[src/design/bq_pkg.sv]
// Shared constants and types for the biquad IIR filter.
// No dependencies; every other design file refers to this package by scoped names.
package bq_pkg;

    // Default values for the top-level parameters.
    localparam int SAMPLE_BITS_DEFAULT    = 24;
    localparam int COEF_FRAC_BITS_DEFAULT = 30;
    localparam int DELAY_BITS_DEFAULT     = 40;

    // Coefficients are always 32-bit signed words.
    localparam int COEF_BITS = 32;

    // Configuration register map.
    localparam int NUM_REGS       = 5;
    localparam int CFG_INDEX_BITS = 3;
    localparam int CFG_DATA_BITS  = COEF_BITS;

    localparam logic [CFG_INDEX_BITS-1:0] REG_FF_GAIN0 = 3'd0;
    localparam logic [CFG_INDEX_BITS-1:0] REG_FF_GAIN1 = 3'd1;
    localparam logic [CFG_INDEX_BITS-1:0] REG_FF_GAIN2 = 3'd2;
    localparam logic [CFG_INDEX_BITS-1:0] REG_FB_GAIN1 = 3'd3;
    localparam logic [CFG_INDEX_BITS-1:0] REG_FB_GAIN2 = 3'd4;

    // Per-cycle control of the shared multiply-accumulate unit.
    typedef struct packed {
        logic load;   // restart the accumulator from the init value
        logic issue;  // start a partial product this cycle
        logic sub;    // subtract this partial product
        logic hi;     // upper chunk of the operand, weighted by the chunk shift
    } mac_ctrl_t;

endpackage

[src/design/bq_if.sv]
// Channel interfaces of the biquad IIR filter: sample input, sample output and
// configuration write. Depends on bq_pkg for default widths.
interface bq_in_if #(
    parameter int SAMPLE_BITS = bq_pkg::SAMPLE_BITS_DEFAULT
);
    logic                          valid;
    logic                          ready;
    logic signed [SAMPLE_BITS-1:0] sample_in;

    modport source (output valid, output sample_in, input ready);
    modport sink   (input valid, input sample_in, output ready);
endinterface

interface bq_out_if #(
    parameter int SAMPLE_BITS = bq_pkg::SAMPLE_BITS_DEFAULT
);
    logic                          valid;
    logic                          ready;
    logic signed [SAMPLE_BITS-1:0] sample_out;

    modport source (output valid, output sample_out, input ready);
    modport sink   (input valid, input sample_out, output ready);
endinterface

interface bq_cfg_if;
    logic                                  valid;
    logic                                  ready;
    logic [bq_pkg::CFG_INDEX_BITS-1:0]     index;
    logic [bq_pkg::CFG_DATA_BITS-1:0]      data;

    modport source (output valid, output index, output data, input ready);
    modport sink   (input valid, input index, input data, output ready);
endinterface

[src/design/bq_mac.sv]
// Shared multiply-accumulate unit of the biquad filter: one registered
// coefficient-by-chunk multiplier feeding a wide accumulator. Depends on bq_pkg.
module bq_mac #(
    parameter int ACC_BITS   = 74,
    parameter int CHUNK_BITS = 21,
    parameter int LO_SHIFT   = 20
) (
    input  logic                                  clk,
    input  logic                                  rst_n,
    input  bq_pkg::mac_ctrl_t                     ctrl,
    input  logic signed [ACC_BITS-1:0]            init,
    input  logic signed [bq_pkg::COEF_BITS-1:0]   coef,
    input  logic signed [CHUNK_BITS-1:0]          chunk,
    output logic signed [ACC_BITS-1:0]            acc
);

    localparam int PROD_BITS = bq_pkg::COEF_BITS + CHUNK_BITS;

    logic signed [PROD_BITS-1:0] prod_reg;
    logic signed [PROD_BITS-1:0] prod_next;
    logic                        prod_valid_reg;
    logic                        prod_sub_reg;
    logic                        prod_hi_reg;
    logic signed [ACC_BITS-1:0]  acc_reg;
    logic signed [ACC_BITS-1:0]  acc_next;
    logic signed [ACC_BITS-1:0]  term;
    logic signed [ACC_BITS-1:0]  addend;

    assign prod_next = coef * chunk;

    always_comb
    begin
        term   = prod_hi_reg ? (ACC_BITS'(prod_reg) <<< LO_SHIFT) : ACC_BITS'(prod_reg);
        addend = '0;
        if (prod_valid_reg)
        begin
            addend = prod_sub_reg ? -term : term;
        end
        acc_next = (ctrl.load ? init : acc_reg) + addend;
    end

    always_ff @(posedge clk or negedge rst_n)
    begin
        if (!rst_n)
        begin
            prod_valid_reg <= 1'b0;
            prod_sub_reg   <= 1'b0;
            prod_hi_reg    <= 1'b0;
        end
        else
        begin
            prod_valid_reg <= ctrl.issue;
            prod_sub_reg   <= ctrl.sub;
            prod_hi_reg    <= ctrl.hi;
        end
    end

    always_ff @(posedge clk)
    begin
        if (ctrl.issue)
        begin
            prod_reg <= prod_next;
        end
        if (ctrl.load || prod_valid_reg)
        begin
            acc_reg <= acc_next;
        end
    end

    assign acc = acc_reg;

endmodule

[src/design/biquad_iir_filter.sv]
// Top level of the biquad IIR filter: configuration registers, delay line,
// sequencer and output register. Depends on bq_pkg, bq_if.sv and bq_mac.
//
// One second-order IIR section in direct form II. Each input item is one
// signed sample; each produces exactly one filtered, saturated output item.
// The block computes w = x - fb_gain1*w1 - fb_gain2*w2 and then
// y = ff_gain0*w + ff_gain1*w1 + ff_gain2*w2, with all coefficients signed
// Q2.30 and both sums formed exactly, rounded half up and saturated (w to
// the delay word width, y to the sample width). A sample is accepted when
// the block is idle. The single shared multiplier sets the pace: each
// coefficient product is built from two partial products of the coefficient
// and one half of the delay word, ten in all, issued one per cycle, plus the
// pipeline drain and the delay line update. A finished result waits in the
// output register while the next sample is taken, and that sample's result
// waits in the finishing state until the earlier one is taken. Coefficient
// writes are taken every cycle and belong only to idle periods, which the
// user must keep to; the block does not enforce it. Writes to an index past
// the last register are dropped. After reset the block passes samples
// through unchanged.
module biquad_iir_filter #(
    parameter int SAMPLE_BITS    = bq_pkg::SAMPLE_BITS_DEFAULT,
    parameter int COEF_FRAC_BITS = bq_pkg::COEF_FRAC_BITS_DEFAULT,
    parameter int DELAY_BITS     = bq_pkg::DELAY_BITS_DEFAULT
) (
    input  logic       clk,
    input  logic       rst_n,
    bq_cfg_if.sink     cfg,
    bq_in_if.sink      sample_ch,
    bq_out_if.source   result_ch
);

    localparam int COEF_BITS  = bq_pkg::COEF_BITS;
    // Each delay word is split into an unsigned low half and a signed high half,
    // so the multiplier never needs to be wider than coefficient by chunk.
    localparam int LO_BITS    = DELAY_BITS / 2;
    localparam int HI_BITS    = DELAY_BITS - LO_BITS;
    localparam int CHUNK_BITS = HI_BITS + 1;
    // The accumulator holds any sum exactly, with two guard bits for three terms.
    localparam int WIDE_PROD  = COEF_BITS + DELAY_BITS;
    localparam int WIDE_X     = SAMPLE_BITS + COEF_FRAC_BITS;
    localparam int ACC_BITS   = ((WIDE_PROD > WIDE_X) ? WIDE_PROD : WIDE_X) + 2;

    localparam logic signed [ACC_BITS-1:0] HALF = ACC_BITS'(1) <<< (COEF_FRAC_BITS - 1);
    localparam logic signed [ACC_BITS-1:0] W_MAX =
        {{(ACC_BITS - DELAY_BITS + 1){1'b0}}, {(DELAY_BITS - 1){1'b1}}};
    localparam logic signed [ACC_BITS-1:0] W_MIN = ~W_MAX;
    localparam logic signed [ACC_BITS-1:0] Y_MAX =
        {{(ACC_BITS - SAMPLE_BITS + 1){1'b0}}, {(SAMPLE_BITS - 1){1'b1}}};
    localparam logic signed [ACC_BITS-1:0] Y_MIN = ~Y_MAX;
    localparam logic signed [COEF_BITS-1:0] UNITY = COEF_BITS'(1 << COEF_FRAC_BITS);

    // Sequencer steps. Steps that load restart the accumulator.
    localparam int STEP_BITS = 4;
    localparam logic [STEP_BITS-1:0] STEP_FB1_LO = 4'd0;
    localparam logic [STEP_BITS-1:0] STEP_FB1_HI = 4'd1;
    localparam logic [STEP_BITS-1:0] STEP_FB2_LO = 4'd2;
    localparam logic [STEP_BITS-1:0] STEP_FB2_HI = 4'd3;
    localparam logic [STEP_BITS-1:0] STEP_FF1_LO = 4'd4;
    localparam logic [STEP_BITS-1:0] STEP_FF1_HI = 4'd5;
    localparam logic [STEP_BITS-1:0] STEP_FF2_LO = 4'd6;
    localparam logic [STEP_BITS-1:0] STEP_FF2_HI = 4'd7;
    localparam logic [STEP_BITS-1:0] STEP_FF0_LO = 4'd8;
    localparam logic [STEP_BITS-1:0] STEP_FF0_HI = 4'd9;
    localparam logic [STEP_BITS-1:0] STEP_LAST   = 4'd10;

    typedef enum logic [1:0] {
        ST_IDLE,
        ST_RUN,
        ST_FINISH
    } state_t;

    typedef enum logic [1:0] {
        OPD_D1,
        OPD_D2,
        OPD_W
    } opd_sel_t;

    state_t                          state_reg;
    logic [STEP_BITS-1:0]            step_reg;
    logic signed [COEF_BITS-1:0]     coef_reg [bq_pkg::NUM_REGS];
    logic signed [SAMPLE_BITS-1:0]   x_reg;
    logic signed [DELAY_BITS-1:0]    w_reg;
    logic signed [DELAY_BITS-1:0]    w_next;
    logic signed [DELAY_BITS-1:0]    delay_one_reg;
    logic signed [DELAY_BITS-1:0]    delay_two_reg;
    logic                            out_valid_reg;
    logic signed [SAMPLE_BITS-1:0]   sample_out_reg;
    logic signed [SAMPLE_BITS-1:0]   y_next;

    bq_pkg::mac_ctrl_t                   mac_ctrl;
    logic [bq_pkg::CFG_INDEX_BITS-1:0]   coef_sel;
    opd_sel_t                            opd_sel;
    logic signed [DELAY_BITS-1:0]        opd_word;
    logic signed [CHUNK_BITS-1:0]        chunk;
    logic signed [COEF_BITS-1:0]         coef;
    logic signed [ACC_BITS-1:0]          init_val;
    logic signed [ACC_BITS-1:0]          acc;
    logic signed [ACC_BITS-1:0]          acc_shift;
    logic                                in_take;

    // Configuration registers. The port never stalls.
    assign cfg.ready = 1'b1;

    always_ff @(posedge clk or negedge rst_n)
    begin
        if (!rst_n)
        begin
            for (int i = 0; i < bq_pkg::NUM_REGS; i++)
            begin
                coef_reg[i] <= (i == bq_pkg::REG_FF_GAIN0) ? UNITY : '0;
            end
        end
        else if (cfg.valid && cfg.ready && (cfg.index < bq_pkg::NUM_REGS))
        begin
            coef_reg[cfg.index] <= cfg.data;
        end
    end

    // Step schedule. The feedback sum uses steps 0 to 3; step 4 already starts
    // the feedforward terms that do not need w, and step 5 captures w and
    // restarts the accumulator while the first feedforward product lands.
    always_comb
    begin
        mac_ctrl = '0;
        coef_sel = bq_pkg::REG_FF_GAIN0;
        opd_sel  = OPD_D1;
        if (state_reg == ST_RUN)
        begin
            unique case (step_reg)
                STEP_FB1_LO:
                begin
                    mac_ctrl = '{load: 1'b1, issue: 1'b1, sub: 1'b1, hi: 1'b0};
                    coef_sel = bq_pkg::REG_FB_GAIN1;
                end
                STEP_FB1_HI:
                begin
                    mac_ctrl = '{load: 1'b0, issue: 1'b1, sub: 1'b1, hi: 1'b1};
                    coef_sel = bq_pkg::REG_FB_GAIN1;
                end
                STEP_FB2_LO:
                begin
                    mac_ctrl = '{load: 1'b0, issue: 1'b1, sub: 1'b1, hi: 1'b0};
                    coef_sel = bq_pkg::REG_FB_GAIN2;
                    opd_sel  = OPD_D2;
                end
                STEP_FB2_HI:
                begin
                    mac_ctrl = '{load: 1'b0, issue: 1'b1, sub: 1'b1, hi: 1'b1};
                    coef_sel = bq_pkg::REG_FB_GAIN2;
                    opd_sel  = OPD_D2;
                end
                STEP_FF1_LO:
                begin
                    mac_ctrl = '{load: 1'b0, issue: 1'b1, sub: 1'b0, hi: 1'b0};
                    coef_sel = bq_pkg::REG_FF_GAIN1;
                end
                STEP_FF1_HI:
                begin
                    mac_ctrl = '{load: 1'b1, issue: 1'b1, sub: 1'b0, hi: 1'b1};
                    coef_sel = bq_pkg::REG_FF_GAIN1;
                end
                STEP_FF2_LO:
                begin
                    mac_ctrl = '{load: 1'b0, issue: 1'b1, sub: 1'b0, hi: 1'b0};
                    coef_sel = bq_pkg::REG_FF_GAIN2;
                    opd_sel  = OPD_D2;
                end
                STEP_FF2_HI:
                begin
                    mac_ctrl = '{load: 1'b0, issue: 1'b1, sub: 1'b0, hi: 1'b1};
                    coef_sel = bq_pkg::REG_FF_GAIN2;
                    opd_sel  = OPD_D2;
                end
                STEP_FF0_LO:
                begin
                    mac_ctrl = '{load: 1'b0, issue: 1'b1, sub: 1'b0, hi: 1'b0};
                    opd_sel  = OPD_W;
                end
                STEP_FF0_HI:
                begin
                    mac_ctrl = '{load: 1'b0, issue: 1'b1, sub: 1'b0, hi: 1'b1};
                    opd_sel  = OPD_W;
                end
                default:
                begin
                    // The last step only drains the final product.
                    mac_ctrl = '0;
                end
            endcase
        end
    end

    // Operand selection and splitting into chunks.
    always_comb
    begin
        unique case (opd_sel)
            OPD_D1:  opd_word = delay_one_reg;
            OPD_D2:  opd_word = delay_two_reg;
            OPD_W:   opd_word = w_reg;
            default: opd_word = delay_one_reg;
        endcase
        if (mac_ctrl.hi)
        begin
            chunk = {opd_word[DELAY_BITS-1], opd_word[DELAY_BITS-1:LO_BITS]};
        end
        else
        begin
            chunk = CHUNK_BITS'({1'b0, opd_word[LO_BITS-1:0]});
        end
    end

    assign coef = coef_reg[coef_sel];

    // The feedback sum starts from the scaled sample plus the rounding half;
    // the feedforward sum starts from the rounding half alone.
    assign init_val = (step_reg == STEP_FB1_LO)
                      ? (ACC_BITS'(x_reg) <<< COEF_FRAC_BITS) + HALF
                      : HALF;

    bq_mac #(
        .ACC_BITS   (ACC_BITS),
        .CHUNK_BITS (CHUNK_BITS),
        .LO_SHIFT   (LO_BITS)
    ) u_mac (
        .clk   (clk),
        .rst_n (rst_n),
        .ctrl  (mac_ctrl),
        .init  (init_val),
        .coef  (coef),
        .chunk (chunk),
        .acc   (acc)
    );

    // Drop the fraction bits and clamp to the delay word and sample ranges.
    assign acc_shift = acc >>> COEF_FRAC_BITS;

    always_comb
    begin
        priority if (acc_shift > W_MAX)
        begin
            w_next = DELAY_BITS'(W_MAX);
        end
        else if (acc_shift < W_MIN)
        begin
            w_next = DELAY_BITS'(W_MIN);
        end
        else
        begin
            w_next = acc_shift[DELAY_BITS-1:0];
        end

        priority if (acc_shift > Y_MAX)
        begin
            y_next = SAMPLE_BITS'(Y_MAX);
        end
        else if (acc_shift < Y_MIN)
        begin
            y_next = SAMPLE_BITS'(Y_MIN);
        end
        else
        begin
            y_next = acc_shift[SAMPLE_BITS-1:0];
        end
    end

    assign sample_ch.ready = (state_reg == ST_IDLE);
    assign in_take         = sample_ch.valid && sample_ch.ready;

    // Sequencer, delay line and output register.
    always_ff @(posedge clk or negedge rst_n)
    begin
        if (!rst_n)
        begin
            state_reg      <= ST_IDLE;
            step_reg       <= '0;
            x_reg          <= '0;
            w_reg          <= '0;
            delay_one_reg  <= '0;
            delay_two_reg  <= '0;
            out_valid_reg  <= 1'b0;
            sample_out_reg <= '0;
        end
        else
        begin
            // In the finishing state the output register is handled below.
            if (out_valid_reg && result_ch.ready && (state_reg != ST_FINISH))
            begin
                out_valid_reg <= 1'b0;
            end
            unique case (state_reg)
                ST_IDLE:
                begin
                    if (in_take)
                    begin
                        x_reg     <= sample_ch.sample_in;
                        step_reg  <= STEP_FB1_LO;
                        state_reg <= ST_RUN;
                    end
                end
                ST_RUN:
                begin
                    if (step_reg == STEP_FF1_HI)
                    begin
                        w_reg <= w_next;
                    end
                    if (step_reg == STEP_LAST)
                    begin
                        state_reg <= ST_FINISH;
                    end
                    else
                    begin
                        step_reg <= step_reg + 1'b1;
                    end
                end
                ST_FINISH:
                begin
                    // Wait here only while an earlier result is still not taken.
                    if (!out_valid_reg || result_ch.ready)
                    begin
                        sample_out_reg <= y_next;
                        out_valid_reg  <= 1'b1;
                        delay_two_reg  <= delay_one_reg;
                        delay_one_reg  <= w_reg;
                        state_reg      <= ST_IDLE;
                    end
                end
                default:
                begin
                    state_reg <= ST_IDLE;
                end
            endcase
        end
    end

    assign result_ch.valid      = out_valid_reg;
    assign result_ch.sample_out = sample_out_reg;

    // A sample is taken only when idle, so the block is busy right after.
    a_busy_after_take: assert property (@(posedge clk) disable iff (!rst_n)
        in_take |=> !sample_ch.ready)
        else $error("input accepted again right after a sample was taken");

    // A new result appears only out of the finishing state.
    a_result_from_finish: assert property (@(posedge clk) disable iff (!rst_n)
        $rose(out_valid_reg) |-> $past(state_reg == ST_FINISH))
        else $error("output became valid outside the finishing state");

    // The delay line moves only when a result is written.
    a_delay_moves_at_finish: assert property (@(posedge clk) disable iff (!rst_n)
        !$past(state_reg == ST_FINISH) |-> ($stable(delay_one_reg) && $stable(delay_two_reg)))
        else $error("delay line changed while a sample was in progress");

    // The step counter never runs past the schedule.
    a_step_in_range: assert property (@(posedge clk) disable iff (!rst_n)
        (state_reg == ST_RUN) |-> (step_reg <= STEP_LAST))
        else $error("sequencer step out of range");

endmodule
[src/flat_wrapper.sv]
// flat-port wrapper written by rule: the top's interface ports become plain ports
module biquad_iir_filter_flat 
#(
    parameter int SAMPLE_BITS    = bq_pkg::SAMPLE_BITS_DEFAULT,
    parameter int COEF_FRAC_BITS = bq_pkg::COEF_FRAC_BITS_DEFAULT,
    parameter int DELAY_BITS     = bq_pkg::DELAY_BITS_DEFAULT
)
  (clk, rst_n, cfg_valid, cfg_index, cfg_data, cfg_ready, sample_ch_valid, sample_ch_sample_in, sample_ch_ready, result_ch_valid, result_ch_sample_out, result_ch_ready);
  bq_cfg_if cfg_i ();
  bq_in_if #(.SAMPLE_BITS(SAMPLE_BITS)) sample_ch_i ();
  bq_out_if #(.SAMPLE_BITS(SAMPLE_BITS)) result_ch_i ();
  input  logic clk;
  input  logic rst_n;
  input wire logic [$bits(cfg_i.valid)-1:0] cfg_valid;
  input wire logic [$bits(cfg_i.index)-1:0] cfg_index;
  input wire logic [$bits(cfg_i.data)-1:0] cfg_data;
  output wire logic [$bits(cfg_i.ready)-1:0] cfg_ready;
  input wire logic [$bits(sample_ch_i.valid)-1:0] sample_ch_valid;
  input wire logic [$bits(sample_ch_i.sample_in)-1:0] sample_ch_sample_in;
  output wire logic [$bits(sample_ch_i.ready)-1:0] sample_ch_ready;
  output wire logic [$bits(result_ch_i.valid)-1:0] result_ch_valid;
  output wire logic [$bits(result_ch_i.sample_out)-1:0] result_ch_sample_out;
  input wire logic [$bits(result_ch_i.ready)-1:0] result_ch_ready;
  assign cfg_i.valid = cfg_valid;
  assign cfg_i.index = cfg_index;
  assign cfg_i.data = cfg_data;
  assign cfg_ready = cfg_i.ready;
  assign sample_ch_i.valid = sample_ch_valid;
  assign sample_ch_i.sample_in = sample_ch_sample_in;
  assign sample_ch_ready = sample_ch_i.ready;
  assign result_ch_valid = result_ch_i.valid;
  assign result_ch_sample_out = result_ch_i.sample_out;
  assign result_ch_i.ready = result_ch_ready;
  biquad_iir_filter #(.SAMPLE_BITS(SAMPLE_BITS), .COEF_FRAC_BITS(COEF_FRAC_BITS), .DELAY_BITS(DELAY_BITS)) u_core (.clk(clk), .rst_n(rst_n), .cfg(cfg_i), .sample_ch(sample_ch_i), .result_ch(result_ch_i));
endmodule
[config.mk]
export PLATFORM = sky130hd
export DESIGN_NAME = biquad_iir_filter_flat
export DESIGN_NICKNAME = d
export VERILOG_FILES = /design/src/design/bq_pkg.sv /design/src/design/bq_if.sv /design/src/design/bq_mac.sv /design/src/design/biquad_iir_filter.sv /design/src/flat_wrapper.sv
export SDC_FILE = /design/constraint.sdc
export NUM_CORES = 2
export LEC_CHECK = 0
export BUFFER_PORTS_ARGS = -buffer_cell sky130_fd_sc_hd__clkbuf_2
export CORE_ASPECT_RATIO = 0.9
export CORE_MARGIN = 8
export CORE_UTILIZATION = 60
export DETAILED_ROUTE_END_ITERATION = 7
export GPL_TIMING_DRIVEN = 0
export PLACE_DENSITY = 0.77
export SETUP_SLACK_MARGIN = 0.1
export SYNTH_ARGS = -nofsm -noshare
export SYNTH_HDL_FRONTEND = slang
export SYNTH_SLANG_ARGS = --single-unit
[constraint.sdc]
create_clock -name clk -period 19.5 [get_ports clk]
set_input_delay 1.95 -clock clk [delete_from_list [all_inputs] [get_ports clk]]
set_output_delay 1.95 -clock clk [all_outputs]
set_load 0.005 [all_outputs]
* Yosys cells after proc, flatten, opt, wreduce, memory -nomap -nowiden
Index checks and enable logic that the tools add are counted.
** Storage, ports and cells
- Memories kept :: 0
- Bits in writable memories :: 0
- Input port bits :: 64
- Register bits after elaboration :: 465
- Word-level logic and storage cells :: 110
- Bits in read-only memories :: 0
- Bits in latches :: 0
- Output and inout port bits :: 27
** Cells by class
- $add $sub $neg :: 4
- Reduce and logical (&&, ||, !) cells :: 25
- Div/mod/pow operators :: 0
- Equal/unequal tests :: 19
- Bitwise logic cells :: 2
- Shift operators :: 0
- Multiplexer cells :: 33
- Multipliers :: 1
- Magnitude comparators :: 8
** Operator list (count)
- $mux 74 :: 4
- $bwmux 160 :: 1
- $bmux 32 s3 :: 1
- $demux 32 s3 :: 1
- $mux 32 :: 3
- $mux 40 :: 2
- $pmux 40 s2 :: 1
- $add 74x74->74 :: 1
- $neg 73->74 :: 1
- $mux 72 :: 1
- $add 54x31->55 const B :: 1
- $mul 32x21->53 :: 1
- $mux 24 :: 2
- $gt 44x24->1 const B :: 1
- $gt 44x40->1 const B :: 1
- $lt 44x24->1 const B :: 1
- $lt 44x40->1 const B :: 1
- $pmux 4 s6 :: 1
- $mux 21 :: 1
- $eq 4x3->1 const B :: 4
- $reduce_or 2->1 :: 7
- $eq 4x4->1 const B :: 3
- $mux 4 :: 3
- $pmux 3 s4 :: 1
- 27 further kinds :: 48

* Logic depth before layout (Yosys ltp)
- Depth after elaboration :: 9
- Gate-level depth with buffers :: 38
- Gate-level depth less buffers :: 34

* By module
From an unflattened synthesis, not the netlist that was laid out.
** Unflattened totals
- Cells, all modules :: 5569
- Area, all modules :: 51689.6 sq um
** Modules (own cells, without submodules)
- bq_mac :: cells an instance 4066, area each 35729.3 sq um, sequential area each 3888.7 sq um, times used 1
- biquad_iir_filter :: cells an instance 1503, area each 15960.3 sq um, sequential area each 8384.3 sq um, times used 1

* Worst setup path before layout
OpenSTA, ideal clock, no wires.
- Path kind :: register -> register
- From :: register u_core.step_reg[1]
- To :: register u_core.u_mac.prod_reg[51], data pin
- Arrival :: 8930 ps
- Cell stages (with the launch flop) :: 33
- Path slack :: 10314 ps
- Library setup time :: 256 ps
- Path through :: dfrtp_1 -> inv_1 -> ha_1 -> o21bai_1 -> a21oi_1 -> clkbuf_1 -> clkbuf_1 -> clkbuf_1 -> a211oi_1 -> a21oi_1 -> clkbuf_1 -> nor2_1 -> fa_1 -> inv_1 -> fa_1 -> inv_1 -> fa_1 -> inv_1 -> fa_1 -> inv_1 -> fa_1 -> fa_1 -> inv_1 -> fa_1 -> inv_1 -> ha_1 -> nand2_1 -> nor2_1 -> nand2_1 -> or4_1 -> o2111ai_1 -> nand3_1 -> and4b_1
** RTL lines
- from (decl) :: RTL line biquad_iir_filter.sv:79 : logic [STEP_BITS-1:0] step_reg;
- from (signal assigned) :: RTL line biquad_iir_filter.sv:312 : step_reg <= step_reg + 1'b1;
- to (signal assigned) :: RTL line bq_mac.sv:62 : prod_reg <= prod_next;
- to (decl) :: RTL line bq_mac.sv:19 : logic signed [PROD_BITS-1:0] prod_reg;

* Worst setup path in the final report
- From :: register u_core.state_reg[1]
- To :: register u_core.u_mac.prod_reg[50], data pin
** Between the ends
- Cells in the longest elaborated chain, start to end :: 7
- Elaborated cells on any way between the ends :: 13
- Classes of those cells :: 1 x mul; 3 x eq/ne; 8 x mux; 1 x bitwise
** Ends and longest elaborated chain
- from (decl) :: RTL line biquad_iir_filter.sv:78 : state_t state_reg;
- from (signal assigned) :: RTL line biquad_iir_filter.sv:274 : state_reg <= ST_IDLE;
- from (signal assigned) :: RTL line biquad_iir_filter.sv:297 : state_reg <= ST_RUN;
- from (signal assigned) :: RTL line biquad_iir_filter.sv:308 : state_reg <= ST_FINISH;
- $eq 2x1->1 * :: RTL line biquad_iir_filter.sv:127 : if (state_reg == ST_RUN)
- $mux 3 :: RTL line biquad_iir_filter.sv:127
- $not 3->4 (not written as such) :: RTL line biquad_iir_filter.sv:212 : assign coef = coef_reg[coef_sel];
- $bmux 32 s3 :: RTL line biquad_iir_filter.sv:212
- $mux 32 (not written as such) (2 in series) :: RTL line biquad_iir_filter.sv:212
- $mul 32x21->53 * :: RTL line bq_mac.sv:29 : assign prod_next = coef * chunk;
- via u_core.u_mac.prod_next[50] :: RTL line bq_mac.sv:20 : logic signed [PROD_BITS-1:0] prod_next;
Mark *: on every way through the listed nets, which the timed path passes. The rest lies on a longest branch. The select of a mux whose other input is x is not followed.
A chain may end at the register's enable or synchronous reset.

==> impl_metrics.env <==
export IMPL_status="complete, but fails checks"
export IMPL_violations="capacitance limit, slew limit"
export IMPL_chipWidth_um=323.5
export IMPL_remaining_drcs=0
export IMPL_start_util=0.6058
export IMPL_final_fill_count=7031
export IMPL_arrival_ns=14.17
export IMPL_design_final_nets=6644
export IMPL_timing_critical_path_to="u_core.u_mac.prod_reg[50]"
export IMPL_fin_area_mm2=0.05493
export IMPL_placeableCoreArea_mm2=0.08429
export IMPL_critical_path_buf_inv_count=5
export IMPL_setup_worst_path_class="reg -> reg"
export IMPL_multi_input_comb_area_mm2=0.03445
export IMPL_synthDistinctLibCells=86
export IMPL_via_count_of_the_first_global_routing_pass=42620
export IMPL_avgSynthCellArea_um2=9.199
export IMPL_netlist_instances=5551
export IMPL_final_setup_skew_ns=0.04481
export IMPL_critical_path_cell_count=30
export IMPL_port_buffers=89
export IMPL_critical_path_endpoint_type="flip-flop"
export IMPL_synth_async_reset_ratio=0.7269
export IMPL_first_pass_grt_wire_length_um=263900
export IMPL_rsz_0062_raised_after_global_routing="false"
export IMPL_vias_per_cell=6.230
export IMPL_timing_reg2reg_worst_path_depth=30
export IMPL_detailedRoute_firstIterationViolations=5198
export IMPL_fin_tns_setup_ns=0
export IMPL_fmax_ghz=0.07244
export IMPL_layout_drive_gt1_share=0.09183
export IMPL_grt_overflow_total=0
export IMPL_yosys_most_used_dff="sky130_fd_sc_hd__dfrtp_1"
export IMPL_top_level_ports=91
export IMPL_critPathRequiredTime_ns=19.87
export IMPL_setup_worst_path_start="u_core.state_reg[1]"
export IMPL_layout_worst_path_cycle_share=0.7079
export IMPL_slew_violations=26
export IMPL_ctsHoldBuffers=0
export IMPL_die_height_um=292.8
export IMPL_gr_usage_met1=0.5055
export IMPL_area_growth_pct=7.576
export IMPL_end_of_the_worst_register_to_register_path="u_core.u_mac.prod_reg[50]"
export IMPL_wirelength_um=174900
export IMPL_initial_antenna_violation_count=8
export IMPL_detailed_place_hpwl_um=140600
export IMPL_clock_tree_root_cell="sky130_fd_sc_hd__clkbuf_16"
export IMPL_synth_edf_count=127
export IMPL_seq_cell_area_mm2=0.01227
export IMPL_rows=101
export IMPL_clock_sinks=465
export IMPL_cts_made_buffers=50
export IMPL_largest_register_ff_count=160
export IMPL_cts_tree="yes"
export IMPL_finalWeightedCongestion=1.051
export IMPL_track_usage=0.3672
export IMPL_relative_slew_slack=-0.06787
export IMPL_critical_path_most_common_cell="sky130_fd_sc_hd__fa_1"
export IMPL_crit_fanout=10
export IMPL_clock_path_buffers=3
export IMPL_netlist_area_mm2=0.05106
export IMPL_globalRoute_busiestLayer="met2"
export IMPL_syn_nets=6497
export IMPL_cts_htree_levels=2
export IMPL_timing_hold_worst_class="reg -> reg"
export IMPL_cap_violations=3
export IMPL_timing_final_hold_violations=0
export IMPL_ff2ff_setup_slack_ns=5.69
export IMPL_grt_start_max_net_pins=114
export IMPL_placement_cell_area_mm2=0.05310
export IMPL_final_min_clock_period_ns=13.81
export IMPL_total_of_flip_flops_plus_latches_after_synthesis=465
export IMPL_design_die_area_mm2=0.09471
export IMPL_drtAntennaViolNets=0
export IMPL_critical_path_reg2reg_startpoint="u_core.state_reg[1]"
export IMPL_cts_repair_timing_setup_buffer_count=0
export IMPL_via_count=42840
export IMPL_post_drt_wl_per_cell_um=25.44
export IMPL_tightest_slew_ns=1.602
export IMPL_setup_worst_path_start_class="flip-flop"
export IMPL_globalRouteMet3Util=0.1460
export IMPL_critical_path_max_stage_delay_ns=1.03
export IMPL_slowest_stage="sky130_fd_sc_hd__nor2_1"
export IMPL_cp_top_family="adder cells"
export IMPL_grtUsageMet2=0.5166
export IMPL_cts_repair_resized=0
export IMPL_synthesis_yosys_warnings=0
export IMPL_clk_latency_ns=0.64
export IMPL_final_setup_viol_count=0
export IMPL_clkSlewWorstSetupHoldPaths_ns=0.06
export IMPL_ys_seq_area_frac=0.2403
export IMPL_firstDrtPassIters=8
-- kinds of logic (layout without fill, tap and decap cells) --
kind of cell / after synthesis / after routing / synth area share
buf+inv: 1158 / 1346 / 0.08569
mux: 362 / 362 / 0.07865
simple gates: 1652 / 1652 / 0.1441
fa+ha+maj: 882 / 882 / 0.3145
compound gates: 863 / 863 / 0.1078
flops: 465 / 465 / 0.2403
other cells: 1 / 5 / 0.00007344
xor+xnor: 168 / 168 / 0.02882
-- layout make-up --
type	instances	area share
timing repair buffer	95	0.01084
antenna	4	0.0001822
clock inverter	27	0.006696
sequential	465	0.2234
inverter	858	0.05863
tap	1133	0.02581
clock buffer	66	0.02626
buffer	300	0.02102
multi-input combinational	3928	0.6271
-- synthesized netlist by cell type (33+ instances only) --
| master | number | area share |
|---|---|---|
| sky130_fd_sc_hd__inv_1 | 857 | 0.063 |
| sky130_fd_sc_hd__nand2_1 | 720 | 0.053 |
| sky130_fd_sc_hd__fa_1 | 669 | 0.26 |
| sky130_fd_sc_hd__nor2_1 | 443 | 0.033 |
| sky130_fd_sc_hd__dfrtp_1 | 337 | 0.17 |
| sky130_fd_sc_hd__mux2_2 | 304 | 0.067 |
| sky130_fd_sc_hd__clkbuf_1 | 281 | 0.021 |
| sky130_fd_sc_hd__a21oi_1 | 253 | 0.025 |
| sky130_fd_sc_hd__ha_1 | 213 | 0.052 |
| sky130_fd_sc_hd__o21ai_0 | 184 | 0.018 |
| sky130_fd_sc_hd__edfxtp_1 | 127 | 0.075 |
| sky130_fd_sc_hd__nand3_1 | 90 | 0.0088 |
| sky130_fd_sc_hd__xnor2_1 | 87 | 0.015 |
| sky130_fd_sc_hd__and2_1 | 81 | 0.0099 |
| sky130_fd_sc_hd__xor2_1 | 81 | 0.014 |
| sky130_fd_sc_hd__a21o_1 | 66 | 0.0097 |
| sky130_fd_sc_hd__a22oi_1 | 60 | 0.0088 |
| sky130_fd_sc_hd__and3_1 | 59 | 0.0072 |
| sky130_fd_sc_hd__mux2i_1 | 57 | 0.011 |
| sky130_fd_sc_hd__nor2b_1 | 48 | 0.0059 |
| sky130_fd_sc_hd__o21a_1 | 48 | 0.0071 |
| sky130_fd_sc_hd__nor3_1 | 45 | 0.0044 |
| sky130_fd_sc_hd__nand4_1 | 36 | 0.0044 |
| sky130_fd_sc_hd__o21bai_1 | 34 | 0.0050 |
| sky130_fd_sc_hd__nand2b_1 | 33 | 0.0040 |
-- layer usage --
layer	wire, um	up-vias
li1	-	18290
met1	69260	21430
met2	72550	2595
met3	24400	505
met4	8661	8
met5	64	-
-- cell usage in the layout (no fill, tap or decap), types with 25 or more instances in the layout --
| master | n |
|---|---|
| sky130_fd_sc_hd__inv_1 | 857 |
| sky130_fd_sc_hd__nand2_1 | 720 |
| sky130_fd_sc_hd__fa_1 | 669 |
| sky130_fd_sc_hd__nor2_1 | 442 |
| sky130_fd_sc_hd__dfrtp_1 | 337 |
| sky130_fd_sc_hd__mux2_2 | 304 |
| sky130_fd_sc_hd__clkbuf_1 | 285 |
| sky130_fd_sc_hd__a21oi_1 | 249 |
| sky130_fd_sc_hd__ha_1 | 213 |
| sky130_fd_sc_hd__o21ai_0 | 184 |
| sky130_fd_sc_hd__edfxtp_1 | 127 |
| sky130_fd_sc_hd__nand3_1 | 90 |
| sky130_fd_sc_hd__clkbuf_2 | 88 |
| sky130_fd_sc_hd__xnor2_1 | 87 |
| sky130_fd_sc_hd__and2_1 | 81 |
| sky130_fd_sc_hd__xor2_1 | 81 |
| sky130_fd_sc_hd__a21o_1 | 66 |
| sky130_fd_sc_hd__a22oi_1 | 60 |
| sky130_fd_sc_hd__and3_1 | 59 |
| sky130_fd_sc_hd__mux2i_1 | 57 |
| sky130_fd_sc_hd__clkbuf_16 | 51 |
| sky130_fd_sc_hd__nor2b_1 | 48 |
| sky130_fd_sc_hd__o21a_1 | 48 |
| sky130_fd_sc_hd__nor3_1 | 44 |
| sky130_fd_sc_hd__nand4_1 | 36 |
| sky130_fd_sc_hd__o21bai_1 | 34 |
| sky130_fd_sc_hd__nand2b_1 | 32 |
| sky130_fd_sc_hd__o22ai_1 | 28 |
| sky130_fd_sc_hd__nor4_1 | 25 |
| sky130_fd_sc_hd__o31ai_1 | 25 |
-- how the worst min path moves through the flow --
stage / slack (ns) / depth (start not counted) / endpoint / startpoint
after CTS: 0.48 / 2 / u_core.x_reg[4] / u_core.x_reg[4]
after floorplan: 0.45 / 2 / u_core.x_reg[0] / u_core.x_reg[0]
after global routing: 0.51 / 2 / u_core.x_reg[4] / u_core.x_reg[4]
after global placement: 0.46 / 2 / u_core.x_reg[21] / u_core.x_reg[21]
final: 0.48 / 2 / u_core.x_reg[4] / u_core.x_reg[4]
after detailed placement: 0.46 / 2 / u_core.x_reg[23] / u_core.x_reg[23]
-- per-stage QoR --
| stage | hold WS [ns] | worst slack, ns | utilization | cells |
|---|---|---|---|---|
| after detailed placement | 0.4620 | 6.415 | 0.6299 | 6779 |
| after floorplan | 0.4453 | 10.31 | - | 5551 |
| after CTS | 0.4819 | 6.319 | 0.6514 | 6872 |
| after global placement | 0.4618 | 6.107 | 0.6279 | 6773 |
| after global routing | 0.5065 | 5.648 | 0.6516 | 6873 |
| final | 0.4829 | 5.695 | 0.6517 | 6876 |
-- worst register-to-register path: cells and delay by family (launching register included) --
kind                       cells  cell delay, ns
DFF                            1            0.41
adders and majority gates      9            4.67
and+or+nand+nor                8            3.91
buffers and inverters          5            2.06
xor gates and xnor gates       1            0.18
AOI/OAI and AO/OA              7            2.31
Power is not shown: default switching activity piles up to over one toggle a cycle in this logic, so the estimate is an artifact.
